==> src/hdl/pin_check_with_lockout_macros.svh <==
// Assertion macros used by the pin checker top level.
`ifndef PIN_CHECK_WITH_LOCKOUT_MACROS_SVH
`define PIN_CHECK_WITH_LOCKOUT_MACROS_SVH

// Clocked check, held off while reset is asserted.
`define PCL_ASSERT(label, prop, msg) \
    label: assert property (@(posedge clk) disable iff (!rst_n) prop) else $error(msg);

// Clocked check that also holds during reset.
`define PCL_ASSERT_ALWAYS(label, prop, msg) \
    label: assert property (@(posedge clk) prop) else $error(msg);

`endif

==> src/hdl/pcl_pkg.sv <==
// Types, constants and the helper function of the pin checker.
`default_nettype none

package pcl_pkg;

    localparam int PIN_WIDTH   = 48;
    localparam int PIN_BYTES   = PIN_WIDTH / 8;
    localparam int PIN_DIGITS  = 6;
    localparam int USED_DIGITS = (PIN_DIGITS < PIN_BYTES) ? PIN_DIGITS : PIN_BYTES;

    localparam logic [PIN_WIDTH-1:0] USED_MASK =
        {PIN_WIDTH{1'b1}} >> (8 * (PIN_BYTES - USED_DIGITS));
    localparam logic [PIN_WIDTH-1:0] RESET_PIN = 48'h313233343536;

    localparam logic [7:0] DIGIT_ZERO = 8'h30;
    localparam logic [7:0] DIGIT_NINE = 8'h39;

    localparam logic [3:0]  RESET_MAX_ATTEMPTS = 4'd5;
    localparam logic [31:0] RESET_LOCKOUT_MS   = 32'd300000;
    localparam logic [3:0]  COUNT_MAX          = 4'hF;

    typedef enum logic [1:0] {
        OP_VALIDATE = 2'd0,
        OP_CHANGE   = 2'd1,
        OP_CLEAR    = 2'd2
    } op_t;

    typedef enum logic [2:0] {
        ST_OK          = 3'd0,
        ST_LOCKED      = 3'd1,
        ST_BAD_FORMAT  = 3'd2,
        ST_WRONG_PIN   = 3'd3,
        ST_NEW_BAD     = 3'd4,
        ST_NEW_SAME    = 3'd5
    } status_t;

    typedef enum logic {
        REG_MAX_ATTEMPTS = 1'b0,
        REG_LOCKOUT_MS   = 1'b1
    } reg_index_t;

    typedef struct packed {
        logic [PIN_WIDTH-1:0] pin;
        logic [3:0]           fail;
        logic                 locked;
        logic [31:0]          start;
    } pcl_state_t;

    typedef struct packed {
        logic       accepted;
        status_t    status;
        logic       locked;
        logic [3:0] attempts;
    } pcl_result_t;

    function automatic logic pin_well_formed(input logic [PIN_WIDTH-1:0] p,
                                             input logic [3:0] len);
        logic ok;
        ok = (len == 4'(PIN_DIGITS)) && (PIN_DIGITS <= PIN_BYTES);
        for (int i = 0; i < PIN_BYTES; i++)
        begin
            if (i < USED_DIGITS)
            begin
                if ((p[8*i +: 8] < DIGIT_ZERO) || (p[8*i +: 8] > DIGIT_NINE))
                begin
                    ok = 1'b0;
                end
            end
        end
        return ok;
    endfunction

endpackage

`default_nettype wire

==> src/hdl/pcl_step.sv <==
// Next-state and result logic for one pin checker request.
`default_nettype none

module pcl_step
    import pcl_pkg::*;
(
    input  wire pcl_state_t            cur,
    input  wire logic [3:0]            max_attempts,
    input  wire logic [31:0]           lockout_ms,
    input  wire logic [1:0]            operation,
    input  wire logic [31:0]           now_ms,
    input  wire logic [PIN_WIDTH-1:0]  entered_pin,
    input  wire logic [3:0]            entered_len,
    input  wire logic [PIN_WIDTH-1:0]  new_pin,
    input  wire logic [3:0]            new_len,
    output pcl_state_t                 nxt,
    output pcl_result_t                res
);

    logic        entered_ok;
    logic        entered_match;
    logic        new_ok;
    logic        new_same;
    logic [31:0] elapsed;
    logic        expired;
    logic [3:0]  base_fail;
    logic [3:0]  inc_fail;
    status_t     status;

    assign entered_ok    = pin_well_formed(entered_pin, entered_len);
    assign entered_match = (entered_pin & USED_MASK) == (cur.pin & USED_MASK);
    assign new_ok        = pin_well_formed(new_pin, new_len);
    assign new_same      = (new_pin & USED_MASK) == (cur.pin & USED_MASK);
    assign elapsed       = now_ms - cur.start;
    assign expired       = elapsed >= lockout_ms;
    assign base_fail     = cur.locked ? 4'd0 : cur.fail;
    assign inc_fail      = (base_fail == COUNT_MAX) ? COUNT_MAX : base_fail + 4'd1;

    always_comb
    begin
        nxt    = cur;
        status = ST_OK;
        case (op_t'(operation))
            OP_VALIDATE, OP_CHANGE:
            begin
                if (cur.locked && !expired)
                begin
                    status = ST_LOCKED;
                end
                else
                begin
                    nxt.locked = 1'b0;
                    nxt.fail   = base_fail;
                    if (!entered_ok)
                    begin
                        status = ST_BAD_FORMAT;
                    end
                    else if (entered_match)
                    begin
                        nxt.fail = 4'd0;
                        if (op_t'(operation) == OP_CHANGE)
                        begin
                            if (!new_ok)
                            begin
                                status = ST_NEW_BAD;
                            end
                            else if (new_same)
                            begin
                                status = ST_NEW_SAME;
                            end
                            else
                            begin
                                nxt.pin = new_pin & USED_MASK;
                            end
                        end
                    end
                    else
                    begin
                        status   = ST_WRONG_PIN;
                        nxt.fail = inc_fail;
                        if (inc_fail >= max_attempts)
                        begin
                            nxt.locked = 1'b1;
                            nxt.start  = now_ms;
                        end
                    end
                end
            end
            OP_CLEAR:
            begin
                nxt.fail   = 4'd0;
                nxt.locked = 1'b0;
            end
            default:
            begin
                status = ST_BAD_FORMAT;
            end
        endcase
        res.accepted = (status == ST_OK);
        res.status   = status;
        res.locked   = nxt.locked;
        res.attempts = nxt.fail;
    end

endmodule

`default_nettype wire

==> src/hdl/pin_check_with_lockout.sv <==
// Top level of the pin checker with attempt lockout.
//
// Usage:
// - Requests enter on in_valid/in_ready with operation, now_ms and the PINs;
//   each request yields exactly one result on out_valid/out_ready.
// - Configuration: pulse cfg_we with cfg_index (0 max_attempts,
//   1 lockout_ms) and cfg_data; write only while no request is in flight.
// - Path: an accepted request waits in the input register, then moves to the
//   result register, where it is held until out_ready takes it.
// - Throughput: one request per cycle while out_ready stays high; the
//   input register and the result register form one stage each around the
//   check logic; the PIN state updates when the request moves to the result.
// - Stall: with out_ready low the held result stays put and one more request
//   is taken into the input register; in_ready then drops.
// - Reset: stored PIN returns to 123456, count and lock clear, lock time is
//   zero, max_attempts is 5 and lockout_ms is 300000.
`default_nettype none

module pin_check_with_lockout
    import pcl_pkg::*;
(
    input  wire logic                 clk,
    input  wire logic                 rst_n,
    input  wire logic                 cfg_we,
    input  wire logic                 cfg_index,
    input  wire logic [31:0]          cfg_data,
    input  wire logic                 in_valid,
    output logic                      in_ready,
    input  wire logic [1:0]           operation,
    input  wire logic [31:0]          now_ms,
    input  wire logic [PIN_WIDTH-1:0] entered_pin,
    input  wire logic [3:0]           entered_len,
    input  wire logic [PIN_WIDTH-1:0] new_pin,
    input  wire logic [3:0]           new_len,
    output logic                      out_valid,
    input  wire logic                 out_ready,
    output logic                      accepted,
    output logic [2:0]                status,
    output logic                      locked,
    output logic [3:0]                attempts
);

`include "pin_check_with_lockout_macros.svh"

    logic                 s1_valid_reg;
    logic                 s1_valid_next;
    logic [1:0]           s1_op_reg;
    logic [31:0]          s1_now_reg;
    logic [PIN_WIDTH-1:0] s1_entered_pin_reg;
    logic [3:0]           s1_entered_len_reg;
    logic [PIN_WIDTH-1:0] s1_new_pin_reg;
    logic [3:0]           s1_new_len_reg;

    logic                 out_valid_reg;
    logic                 out_valid_next;
    pcl_result_t          res_reg;
    pcl_result_t          res_next;

    pcl_state_t           state_reg;
    pcl_state_t           state_next;

    logic [3:0]           max_attempts_reg;
    logic [31:0]          lockout_ms_reg;

    logic                 in_fire;
    logic                 s1_adv;
    logic                 s1_fire;

    assign s1_adv   = !out_valid_reg || out_ready;
    assign s1_fire  = s1_valid_reg && s1_adv;
    assign in_ready = !s1_valid_reg || s1_adv;
    assign in_fire  = in_valid && in_ready;

    assign s1_valid_next  = in_fire || (s1_valid_reg && !s1_adv);
    assign out_valid_next = s1_fire || (out_valid_reg && !out_ready);

    pcl_step u_step (
        .cur          (state_reg),
        .max_attempts (max_attempts_reg),
        .lockout_ms   (lockout_ms_reg),
        .operation    (s1_op_reg),
        .now_ms       (s1_now_reg),
        .entered_pin  (s1_entered_pin_reg),
        .entered_len  (s1_entered_len_reg),
        .new_pin      (s1_new_pin_reg),
        .new_len      (s1_new_len_reg),
        .nxt          (state_next),
        .res          (res_next)
    );

    always_ff @(posedge clk or negedge rst_n)
    begin
        if (!rst_n)
        begin
            s1_valid_reg  <= 1'b0;
            out_valid_reg <= 1'b0;
        end
        else
        begin
            s1_valid_reg  <= s1_valid_next;
            out_valid_reg <= out_valid_next;
        end
    end

    always_ff @(posedge clk)
    begin
        if (in_fire)
        begin
            s1_op_reg          <= operation;
            s1_now_reg         <= now_ms;
            s1_entered_pin_reg <= entered_pin;
            s1_entered_len_reg <= entered_len;
            s1_new_pin_reg     <= new_pin;
            s1_new_len_reg     <= new_len;
        end
        if (s1_fire)
        begin
            res_reg <= res_next;
        end
    end

    always_ff @(posedge clk or negedge rst_n)
    begin
        if (!rst_n)
        begin
            state_reg.pin    <= RESET_PIN;
            state_reg.fail   <= 4'd0;
            state_reg.locked <= 1'b0;
            state_reg.start  <= 32'd0;
        end
        else if (s1_fire)
        begin
            state_reg <= state_next;
        end
    end

    always_ff @(posedge clk or negedge rst_n)
    begin
        if (!rst_n)
        begin
            max_attempts_reg <= RESET_MAX_ATTEMPTS;
            lockout_ms_reg   <= RESET_LOCKOUT_MS;
        end
        else if (cfg_we)
        begin
            case (reg_index_t'(cfg_index))
                REG_MAX_ATTEMPTS: max_attempts_reg <= cfg_data[3:0];
                REG_LOCKOUT_MS:   lockout_ms_reg   <= cfg_data;
                default:          lockout_ms_reg   <= lockout_ms_reg;
            endcase
        end
    end

    assign out_valid = out_valid_reg;
    assign accepted  = res_reg.accepted;
    assign status    = res_reg.status;
    assign locked    = res_reg.locked;
    assign attempts  = res_reg.attempts;

    `PCL_ASSERT(a_lock_has_count, state_reg.locked |-> (state_reg.fail != 4'd0),
        "lock set with zero failure count")
    `PCL_ASSERT(a_state_holds, !s1_fire |=> $stable(state_reg),
        "PIN state changed without a request")
    `PCL_ASSERT(a_result_follows, s1_fire |=> out_valid_reg,
        "request left input stage without a result")
    `PCL_ASSERT(a_lock_time, $rose(state_reg.locked) |-> (state_reg.start == $past(s1_now_reg)),
        "lock start time not taken from locking request")
    `PCL_ASSERT_ALWAYS(a_ready_when_empty, !s1_valid_reg |-> in_ready,
        "input stage empty but not ready")

endmodule

`default_nettype wire

==> config.mk <==
export PLATFORM = sky130hd
export DESIGN_NAME = pin_check_with_lockout
export DESIGN_NICKNAME = d
export VERILOG_FILES = /design/src/hdl/pcl_pkg.sv /design/src/hdl/pcl_step.sv /design/src/hdl/pin_check_with_lockout.sv
export VERILOG_INCLUDE_DIRS = /design/src /design/src/hdl
export SDC_FILE = /design/constraint.sdc
export NUM_CORES = 1
export LEC_CHECK = 0
export BUFFER_PORTS_ARGS = -buffer_cell sky130_fd_sc_hd__clkbuf_2
export CORE_MARGIN = 5
export CORE_UTILIZATION = 35
export CTS_CLUSTER_DIAMETER = 120
export DETAILED_ROUTE_END_ITERATION = 12
export PLACE_DENSITY = 0.59
export SETUP_SLACK_MARGIN = 0.5
export SLEW_MARGIN = 20
export SYNTH_ARGS = -nofsm -noshare
export SYNTH_HDL_FRONTEND = slang
export SYNTH_SLANG_ARGS = --single-unit
export TNS_END_PERCENT = 5
==> constraint.sdc <==
create_clock -name clk -period 12.3 [get_ports clk]
set_input_delay 0.615 -clock clk [delete_from_list [all_inputs] [get_ports clk]]
set_output_delay 0.615 -clock clk [all_outputs]
set_load 0.02 [all_outputs]
==> reports/results.txt, run 1 <==
Result of the run -> complete, no violations
Worst Setup EP -> state_reg[54]
Mapped Nets -> 1,237
RePlAce Congestion -> 0.878
Kind of critical path -> reg2reg
Final hold vios -> 0
Setup TNS -> 0 ps
Vias -> 8,114
Slew headroom -> 28.3%
Initial antenna violation count -> 0
Max-cap violations -> 0
Die width -> 203 um
DRC viols -> 0
PwrDens -> 146 nW/um2
First-pass GRT wire length -> 47,900 um
WP data required -> 12,770 ps
DIE HEIGHT -> 203 um
Pleak -> 6.35 nW
Final nets -> 1,425
Top cell type's share of synthesized area -> 34.0%
GRT Util Overall -> 14.9%
Antenna-violating nets left -> 0
CTS buffer count -> 30
Via density -> 4.85
Critical path's slowest cell -> or4_1
Starting density of the core -> 35.5%
Synth Cell Area -> 13,000 um2
Clock buffer depth -> 3
Fin. max-slew vios -> 0
H-tree depth -> 1
Minimum clock period -> 5820 ps
Worst-path cell chain -> inv_1, ha_1, inv_1, fa_1, a211oi_1, o21bai_1, a211oi_1, nor3_1, or4_1, a31o_2, a21oi_1, xnor2_1, ha_1, nand4_1, nor4_1, nand2_1, a31oi_1, nor2_1, or4_1, buf_4, mux2_4
Critical Path Start -> s1_now_reg[0]
Register area share after synthesis -> 58.0%
Worst Hold Class -> in2async
Clock transition at the registers of the reported paths -> 60 ps
Top post-synthesis cells by area -> edfxtp_1, dfrtp_1, xnor2_1
Syn. warnings -> 0
Synth area leader -> edfxtp_1
CTS tree -> yes
Hpwl dp -> 23,400 um
Syn Area/Cell -> 13.1 um2
#FFs+latches synth -> 270
Fin area -> 15,400 um2
Filler Cell Count -> 3,469
Post-DP Area -> 14,400 um2
I/O pin count -> 187
Root buf cell -> clkbuf_16
Hold Buf Count CTS -> 0
Final setup violation count -> 0
Most frequent cells after synthesis -> edfxtp_1, xnor2_1, dfrtp_1
Avg WL per Cell -> 18.5 um
Post-synth EDFFs -> 147
PostCTS Resize Cnt -> 0
Worst path bufs/invs -> 3
Worst-Skew Late Latency -> 590 ps
Layout cells sized above 1 -> 30.8%
GR Overflow Total -> 0
Setup bufs post-CTS -> 0
Routed WL -> 30,900 um
Crit Reg-Reg Startpoint -> s1_now_reg[0]
Largest register FFs -> 85
Reg2Reg Depth -> 21
N_diodes -> 0
Area delta synth->final -> 19.0%
Largest net degree at the start of global routing -> 79
Top cell family by delay on the critical path -> simple AND/OR/NAND/NOR gates
Synth Instances -> 992
Die area -> 41,000 um2
CP startpoint kind -> flip-flop
CP Capture Type -> flip-flop
Vias in the first global route -> 8,483
Ys async rst share -> 45.6%
Pre-antenna DRT Iters -> 7
Row count -> 70
Sinks on Clock Net -> 270
Pwr Total -> 0.00225 W
Crit path depth -> 21
Slew @ Worst Pin -> 1070 ps
Most numerous cell in the Yosys netlist -> edfxtp_1
RR Endpoint -> state_reg[54]
Final Cycle Share -> 47.3%
Worst Path Arrival -> 6290 ps
Max IR drop VDD -> 0.121 mV
Core area -> 36,600 um2
Flop-to-flop setup slack -> 6480 ps
Top FF cell, synth -> edfxtp_1
Fmax -> 0.172 GHz
RSZ-0062 raised after global routing -> false
Crit-path max FO -> 24
Netlist cell types -> 62
Starting DRT DRC Count -> 371
Worst stage delay on the critical path -> 550 ps
Port bufs -> 186
Worst clock skew -> 27.3 ps
Min Hold Slack -> 196 ps
[per-layer routing]
layer  global-route usage [%]  vias up  share of wire (%)
met5                        0        -                  0
met1                     18.8     3887                 42
met4                     4.27        0                2.7
li1                         -     3964                  -
met3                     2.92       46                5.3
met2                     25.9      217                 49
[where the power goes]
part / internal [W] / switching (W) / total (W)
Combinational: 0.000104 / 0.000126 / 0.000230
Sequential: 0.00102 / 0.0000318 / 0.00105
Clock: 0.000589 / 0.000379 / 0.000968
[worst min-delay path by stage]
stage	end	slack, ps	depth (start not counted)
after floorplan	lockout_ms_reg[0]	320	0
after global placement	state_reg[65]	380	0
after detailed placement	state_reg[65]	380	0
after CTS	s1_new_pin_reg[46]	160	1
after global routing	s1_new_pin_reg[17]	170	1
final	lockout_ms_reg[4]	200	1
[area by class of cell]
cell class	instances	area [um2]	area share [%]
Sequential cell	270	7530	48.7
Inverter	78	293	1.90
Timing Repair Buffer	191	971	6.28
Tap cell	468	586	3.79
Clock inverter	18	278	1.80
Clock buffer	38	801	5.18
Multi-Input combinational cell	609	4990	32.3
[worst register-to-register path: stages, from the launching register on]
cell and delay, ps:
edfxtp_1 380, inv_1 70, ha_1 150, inv_1 50, fa_1 420, a211oi_1 230
o21bai_1 130, a211oi_1 420, nor3_1 100, or4_1 510, a31o_2 260, a21oi_1 190
xnor2_1 100, ha_1 280, nand4_1 130, nor4_1 440, nand2_1 140, a31oi_1 340
nor2_1 160, or4_1 550, buf_4 290, mux2_4 370
[cell usage in the layout (no fill, tap or decap), types with 6 or more instances in the layout]
cell type / n
a211oi_1: 6
a21o_1: 16
a21oi_1: 40
a31oi_1: 6
buf_4: 6
bufinv_16: 6
clkbuf_1: 6
clkbuf_16: 30
clkbuf_2: 185
dfrtp_1: 92
dfstp_2: 31
edfxtp_1: 147
ha_1: 68
inv_1: 78
mux2_2: 69
mux2_4: 20
nand2_1: 33
nand2b_1: 9
nand3_1: 18
nand4_1: 38
nor2_1: 20
nor2b_1: 9
nor3_1: 9
nor4_1: 14
o21ai_0: 35
o21bai_1: 7
o2bb2ai_1: 8
xnor2_1: 116
xor2_1: 8
[cell families after synthesis]
logic type	after synthesis	share of synthesized area [%]
buf+inv	113	3.60
compound gates	137	6.63
mux	90	8.37
flops	270	58.0
fa+ha+maj	69	6.71
simple gates	189	8.32
xor+xnor	124	8.36
[stage by stage]
stage | cells | setup slack [ps] | util, %
3_5_place_dp | 1616 | 6510 | 39.3
3_3_place_gp | 1616 | 6680 | 39.3
5_1_grt | 1672 | 6110 | 42.2
6_report | 1672 | 6480 | 42.2
2_1_floorplan | 992 | 7220 | -
4_1_cts | 1672 | 6460 | 42.2
No activity file was read; power rests on OpenSTA's default activity.
==> run 2: changes to the inputs <==
- clock period: 12.3 -> 5.6 ns (I/O delays scaled with it)
==> reports/results.txt, run 2 (synthesis gave the netlist of run 1 again) <==
Die area -> 41,000 um2 (unchanged)
Max-cap violations -> 0 (unchanged)
DIE HEIGHT -> 203 um (unchanged)
RSZ-0062 raised after global routing -> true
Die width -> 203 um (unchanged)
Hpwl dp -> 23,700 um (+1.0%)
Final setup violation count -> 0 (unchanged)
Worst-path cell chain -> inv_1, ha_2, inv_1, fa_2, a211oi_2, o21bai_1, a211oi_2, nor3_1, or4_1, a31o_4, a21oi_2, xnor2_1, ha_1, nand4_1, nor4_2, nand2_1, a31oi_4, buf_4, nor2_2, or4_4, buf_12, mux2_4
Core area -> 36,600 um2 (unchanged)
CP startpoint kind -> flip-flop
Most frequent cells in the layout -> clkbuf_2, dlygate4sd3_1, edfxtp_1, xnor2_1, dfrtp_1
H-tree depth -> 1 (unchanged)
Reg2Reg Depth -> 22 (+4.8%)
GR Overflow Total -> 0 (unchanged)
Setup TNS -> 0 ps (unchanged)
Antenna-violating nets left -> 0 (unchanged)
Max IR drop VDD -> 0.270 mV (+120%)
N_diodes -> 0 (unchanged)
Sinks on Clock Net -> 270 (unchanged)
PwrDens -> 290 nW/um2 (+99%)
Worst Hold Class -> in2reg
WP data required -> 6060 ps (-6710 ps)
Routed WL -> 33,700 um (+9.0%)
Final Cycle Share -> 91.2% (+44 points)
First-pass GRT wire length -> 52,300 um (+9.1%)
Avg WL per Cell -> 18.1 um (-2.3%)
CTS buffer count -> 31 (+3.3%)
Starting density of the core -> 35.5% (unchanged)
Minimum clock period -> 5110 ps (-710 ps)
Clock buffer depth -> 3 (unchanged)
Crit-path max FO -> 12 (-50%)
Fmax -> 0.196 GHz (+14%)
Layout cells sized above 1 -> 28.6% (-2.2 points)
Initial antenna violation count -> 0 (unchanged)
Port bufs -> 186 (unchanged)
Pleak -> 7.21 nW (+13%)
RePlAce Congestion -> 0.883 (+0.62%)
Row count -> 70 (unchanged)
Kind of critical path -> reg2reg
DRC viols -> 0 (unchanged)
Area delta synth->final -> 34.8%
Final hold vios -> 0 (unchanged)
Worst-Skew Late Latency -> 580 ps (about the same)
CTS tree -> yes
Final nets -> 1,617 (+13%)
Root buf cell -> clkbuf_16
Vias -> 8,922 (+10%)
Pre-antenna DRT Iters -> 4 (-3)
Most common cell after layout, fill and taps aside -> clkbuf_2
Fin. max-slew vios -> 0 (unchanged)
Slew @ Worst Pin -> 833 ps (-242 ps)
Min Hold Slack -> 35.8 ps (-160 ps)
GRT Util Overall -> 16.1% (+1.3 points)
Largest register FFs -> 85 (unchanged)
I/O pin count -> 187 (unchanged)
CP Capture Type -> flip-flop
Worst clock skew -> 20.2 ps (-7.06 ps)
Starting DRT DRC Count -> 468 (+26%)
Clock transition at the registers of the reported paths -> 60 ps (about the same)
Slew headroom -> 44.4% (+16 points)
Worst Path Arrival -> 5570 ps (-720 ps)
Critical path's slowest cell -> or4_4
Worst stage delay on the critical path -> 550 ps (about the same)
Via density -> 4.78 (-1.4%)
Vias in the first global route -> 9,604 (+13%)
Largest net degree at the start of global routing -> 69 (-13%)
Worst hold path cell count -> 4
Result of the run -> complete, no violations
Filler Cell Count -> 3,267 (-5.8%)
## run 2: changes by cell type in the layout (fill, tap and decap cells not counted), sizes merged
cell,delta
buf,+15
clkbuf,+5
clkinv,-1
clkinvlp,-2
dlygate4sd3,+174
inv,+2
## run 2: area by class of cell
type                            count  area [um2]  share of cell area [%]
Multi-Input combinational cell    609        5070                    29.0
Inverter                           78         293                    1.67
Sequential cell                   270        7530                    43.0
Clock inverter                     17         255                    1.46
Clock buffer                       41         833                    4.76
Tap cell                          468         586                    3.35
Timing Repair Buffer              382        2930                    16.8
## run 2: metal layers
layer	share of wire, %	vias to the layer above	track usage [%]
met5	0	-	0
met4	3.3	0	5.19
met3	4.3	63	2.99
met2	50	215	28.9
met1	42	4291	19.7
li1	-	4353	-
## run 2: final timing paths
path	from	slack [ps]	end
worst max register to register	s1_now_reg[0]	490	state_reg[69]
worst min-delay path	cfg_index	40	max_attempts_reg[2]
worst min register to register	state_reg[74]	390	state_reg[74]
min in group asynchronous	rst_n	360	lockout_ms_reg[10]
worst max-delay path	s1_now_reg[0]	490	state_reg[69]
max in group asynchronous	rst_n	3900	state_reg[75]
## run 2: timing repair
action | 4_1_cts | 5_1_grt
endpoints found under the setup margin | 64 | 65
cloned | 1 | 3
resized for setup | 9 | 12
setup buffers | 4 | 6
pin swaps | 7 | 9
hold buffers | 174 | 0
endpoints found under the hold margin | 228 | 0
## run 2: where the power goes
| group | total, W | switching [W] | leakage [nW] | internal (W) |
|---|---|---|---|---|
| combinational | 0.000619 | 0.000305 | 3.72 | 0.000314 |
| clock | 0.00215 | 0.000824 | 0.528 | 0.00133 |
| sequential | 0.00231 | 0.0000717 | 2.96 | 0.00224 |
| total | 0.00508 | 0.00120 | 7.21 | 0.00388 |
## run 2: per-stage QoR
| stage | setup WS [ps] | cell area [um2] | utilization [%] | total power (W) | cells |
|---|---|---|---|---|---|
| 2_1_floorplan | 516 | 13000 | - | 0.00265 | 992 |
| 3_3_place_gp | 146 | 14400 | 39.4 | 0.00285 | 1619 |
| 3_5_place_dp | -11.1 | 14400 | 39.4 | 0.00286 | 1619 |
| 4_1_cts | 524 | 17300 | 47.4 | 0.00514 | 1856 |
| 5_1_grt | 277 | 17500 | 47.8 | 0.00531 | 1865 |
| 6_report | 490 | 17500 | 47.8 | 0.00508 | 1865 |
## run 2: critical path: cells and delay by family (launching register included)
kind,cells,cell delay [ps]
simple gates,7,1730
mux,1,300
flops,1,380
xor+xnor,1,80
compound gates,6,1230
buf+inv,4,450
fa+ha+maj,3,810
==> run 3: changes to the inputs <==
- ABC_AREA: unset -> 1
==> reports/results.txt, run 3 <==
Via density -> 4.56 (-4.7%)
Kind of critical path -> reg2reg
H-tree depth -> 1 (unchanged)
I/O pin count -> 187 (unchanged)
CTS tree -> yes
Initial antenna violation count -> 3 (+3)
Post-Synth Adder-Cell Area -> 6.27% (-0.43 points)
Die width -> 209 um (+3.2%)
Root buf cell -> clkbuf_16
CP startpoint kind -> flip-flop
GR Overflow Total -> 0 (unchanged)
Most frequent cells in the layout -> nand2_1, inv_1, clkbuf_2, dlygate4sd3_1, edfxtp_1
Most common cell after layout, fill and taps aside -> nand2_1
RePlAce Congestion -> 0.889 (+0.68%)
Register area share after synthesis -> 54.2% (-3.8 points)
Antenna-violating nets left -> 0 (unchanged)
Synth Instances -> 1,448 (+46%)
Vias in the first global route -> 11,200 (+17%)
Starting DRT DRC Count -> 524 (+12%)
Worst stage delay on the critical path -> 530 ps (-20 ps)
Synth Cell Area -> 13,900 um2 (+6.9%)
Slew @ Worst Pin -> 791 ps (-42.3 ps)
Post-DP Area -> 15,300 um2 (+6.1%)
Top post-synthesis cells by area -> edfxtp_1, dfrtp_1, nand2_1
Final nets -> 2,051 (+27%)
Multi-input gate area -> 5400 um2 (+6.4%)
Top cell family by delay on the critical path -> simple AND/OR/NAND/NOR gates
Multiplexer area fraction after synthesis -> 0% (-8.4 points)
Synth area leader -> edfxtp_1
Worst clock skew -> 14.7 ps (-5.51 ps)
#FFs+latches synth -> 270 (unchanged)
Netlist cell types -> 46 (-26%)
Clock transition at the registers of the reported paths -> 60 ps (about the same)
CP Capture Type -> flip-flop
Clock buffer depth -> 3 (unchanged)
Largest family of logic cells by synthesized area -> simple AND/OR/NAND/NOR gates
Fin. max-slew vios -> 0 (unchanged)
Worst hold path cell count -> 3 (-1)
Core area -> 39,500 um2 (+7.8%)
Critical path's slowest cell -> nand4_4
Final setup violation count -> 0 (unchanged)
Top FF cell, synth -> edfxtp_1
Top cell type's share of synthesized area -> 31.8% (-2.2 points)
Avg WL per Cell -> 15.7 um (-13%)
CTS buffer count -> 31 (unchanged)
Worst Hold Class -> in2reg
WP data required -> 6060 ps (about the same)
GRT Util Overall -> 16.4% (+0.26 points)
Pleak -> 8.07 nW (+12%)
Post-synth EDFFs -> 147 (unchanged)
Syn Area/Cell -> 9.59 um2 (-27%)
Largest net degree at the start of global routing -> 65 (-5.8%)
Mapped Nets -> 1,693 (+37%)
Filler Cell Count -> 3,737 (+14%)
Vias -> 10,700 (+20%)
Most numerous cell in the Yosys netlist -> nand2_1
Worst-Skew Late Latency -> 590 ps (about the same)
Flop-to-flop setup slack -> 820 ps (+330 ps)
Worst-path cell chain -> inv_1, ha_1, inv_1, fa_1, nand3_1, nand2_1, a21oi_1, o21ai_1, a21oi_1, o21ai_1, nand2_1, nand2_1, xor2_1, ha_1, nand2_1, nor2_2, nand4_1, nor2_4, nand4_4, nand4_4, nand4_4, nand2_1, o21ai_2
Syn. warnings -> 0 (unchanged)
Die area -> 43,800 um2 (+6.6%)
Crit-path max FO -> 32 (+20)
Post-synthesis xor/xnor area fraction -> 6.88% (-1.5 points)
Synth Area in Compound Gates -> 8.51% (+1.9 points)
Port bufs -> 186 (unchanged)
Final Cycle Share -> 85.4% (-5.9 points)
Slew headroom -> 46.9% (+2.5 points)
Pwr Total -> 0.00489 W (-3.7%)
Area delta synth->final -> 30.1%
Result of the run -> complete, no violations
Max-cap violations -> 0 (unchanged)
Routed WL -> 37,000 um (+9.8%)
Min Hold Slack -> 13.8 ps (-22.0 ps)
Final hold vios -> 0 (unchanged)
DIE HEIGHT -> 209 um (+3.2%)
Reg2Reg Depth -> 23 (+4.5%)
Fmax -> 0.209 GHz (+6.9%)
First-pass GRT wire length -> 58,000 um (+11%)
RSZ-0062 raised after global routing -> true
Hpwl dp -> 26,200 um (+11%)
Row count -> 73 (+4.3%)
Most frequent cells after synthesis -> nand2_1, inv_1, edfxtp_1
PwrDens -> 271 nW/um2 (-6.6%)
CP dominant cell by count -> nand2_1
Hold Startpoint -> cfg_data[3]
Sinks on Clock Net -> 270 (unchanged)
Starting density of the core -> 35.2% (-0.28 points)
Max IR drop VDD -> 0.276 mV (+2.4%)
Worst Path Arrival -> 5240 ps (-330 ps)
Hold endpoint -> max_attempts_reg[3]
Setup TNS -> 0 ps (unchanged)
Final Worst Setup Slack -> 820 ps (+330 ps)
Ys async rst share -> 45.6% (unchanged)
Largest register FFs -> 85 (unchanged)
Post-Place Worst Slack -> 520 ps (+531 ps)
Minimum clock period -> 4780 ps (-330 ps)
Pre-antenna DRT Iters -> 5 (+1)
Simple-Gate Fraction of Synth Area -> 17.0% (+8.6 points)
Crit Reg-Reg Startpoint -> s1_now_reg[0]
Fin area -> 18,100 um2 (+3.2%)
Layout cells sized above 1 -> 17.2% (-11 points)
RR Endpoint -> state_reg[2]
DRC viols -> 0 (unchanged)
Worst path bufs/invs -> 2 (-2)
FF+latch area -> 7530 um2 (unchanged)
[run 3: cell count changes after synthesis, sizes merged, moves of 12 or more]
cell,previous run,this run
nand3,18,41
xnor2,116,79
o21ai,36,106
nor4,15,3
nand2,33,318
xor2,8,30
nand4,38,23
nor2,21,133
inv,78,204
a21oi,40,81
mux2,89,0
[run 3: stage by stage]
stage               utilization (%)  cells
floorplan                         -   1448
global placement               38.8   2121
detailed placement             38.8   2121
CTS                            45.6   2351
global route                   45.8   2357
finish                         45.8   2357
[run 3: cell families after synthesis]
group                      count (synthesis)
AOI/OAI and AO/OA                        212
xor gates and xnor gates                 109
adders and majority gates                 69
buffers and inverters                    249
DFF                                      270
and+or+nand+nor                          539
[run 3: layout make-up]
| type | count | share of cell area (%) |
|---|---|---|
| sequential | 270 | 41.7 |
| clock buffer | 43 | 4.60 |
| inverter | 206 | 4.30 |
| antenna | 2 | 0.0277 |
| tap | 525 | 3.64 |
| clock inverter | 14 | 0.804 |
| timing repair buffer | 366 | 15.0 |
| multi-input combinational | 931 | 29.9 |
[run 3: where the power goes]
group          switching, W  internal, W
registers         0.0000583      0.00223
logic              0.000365     0.000286
clock network      0.000822      0.00113
[run 3: repair_timing]
action	in CTS	in global routing
cloned	0	2
hold endpoints to repair	197	0
setup endpoints to repair	2	56
resized for setup	0	1
pin swaps	1	3
setup buffers	0	2
hold buffers	173	0
[run 3: worst max-delay path by stage]
stage | startpoint | end | slack [ps] | cells after the start
after global placement | s1_now_reg[0] | state_reg[0] | 650 | 23
final | s1_now_reg[0] | state_reg[2] | 820 | 23
after floorplan | out_valid | s1_entered_len_reg[0] | 1630 | 3
after detailed placement | s1_now_reg[0] | state_reg[20] | 520 | 22
after CTS | s1_now_reg[0] | state_reg[16] | 490 | 22
after global routing | s1_now_reg[0] | state_reg[17] | 330 | 22
[run 3: metal layers]
layer / share of wire (%) / vias to the layer above / track usage (%)
li1: - / 5428 / -
met1: 42 / 4993 / 20.0
met2: 50 / 249 / 29.7
met3: 4.8 / 72 / 3.23
met4: 2.9 / 2 / 4.23
met5: 0.035 / - / 0
[run 3: worst register-to-register path, stage by stage, from the launching register on]
cell and delay, ps:
edfxtp_1 360, inv_1 100, ha_1 150, inv_1 60, fa_1 400, nand3_1 100, nand2_1 80, a21oi_1 290
o21ai_1 200, a21oi_1 350, o21ai_1 160, nand2_1 90, nand2_1 60, xor2_1 150, ha_1 270, nand2_1 70
nor2_2 120, nand4_1 200, nor2_4 190, nand4_4 140, nand4_4 260, nand4_4 530, nand2_1 250, o21ai_2 70
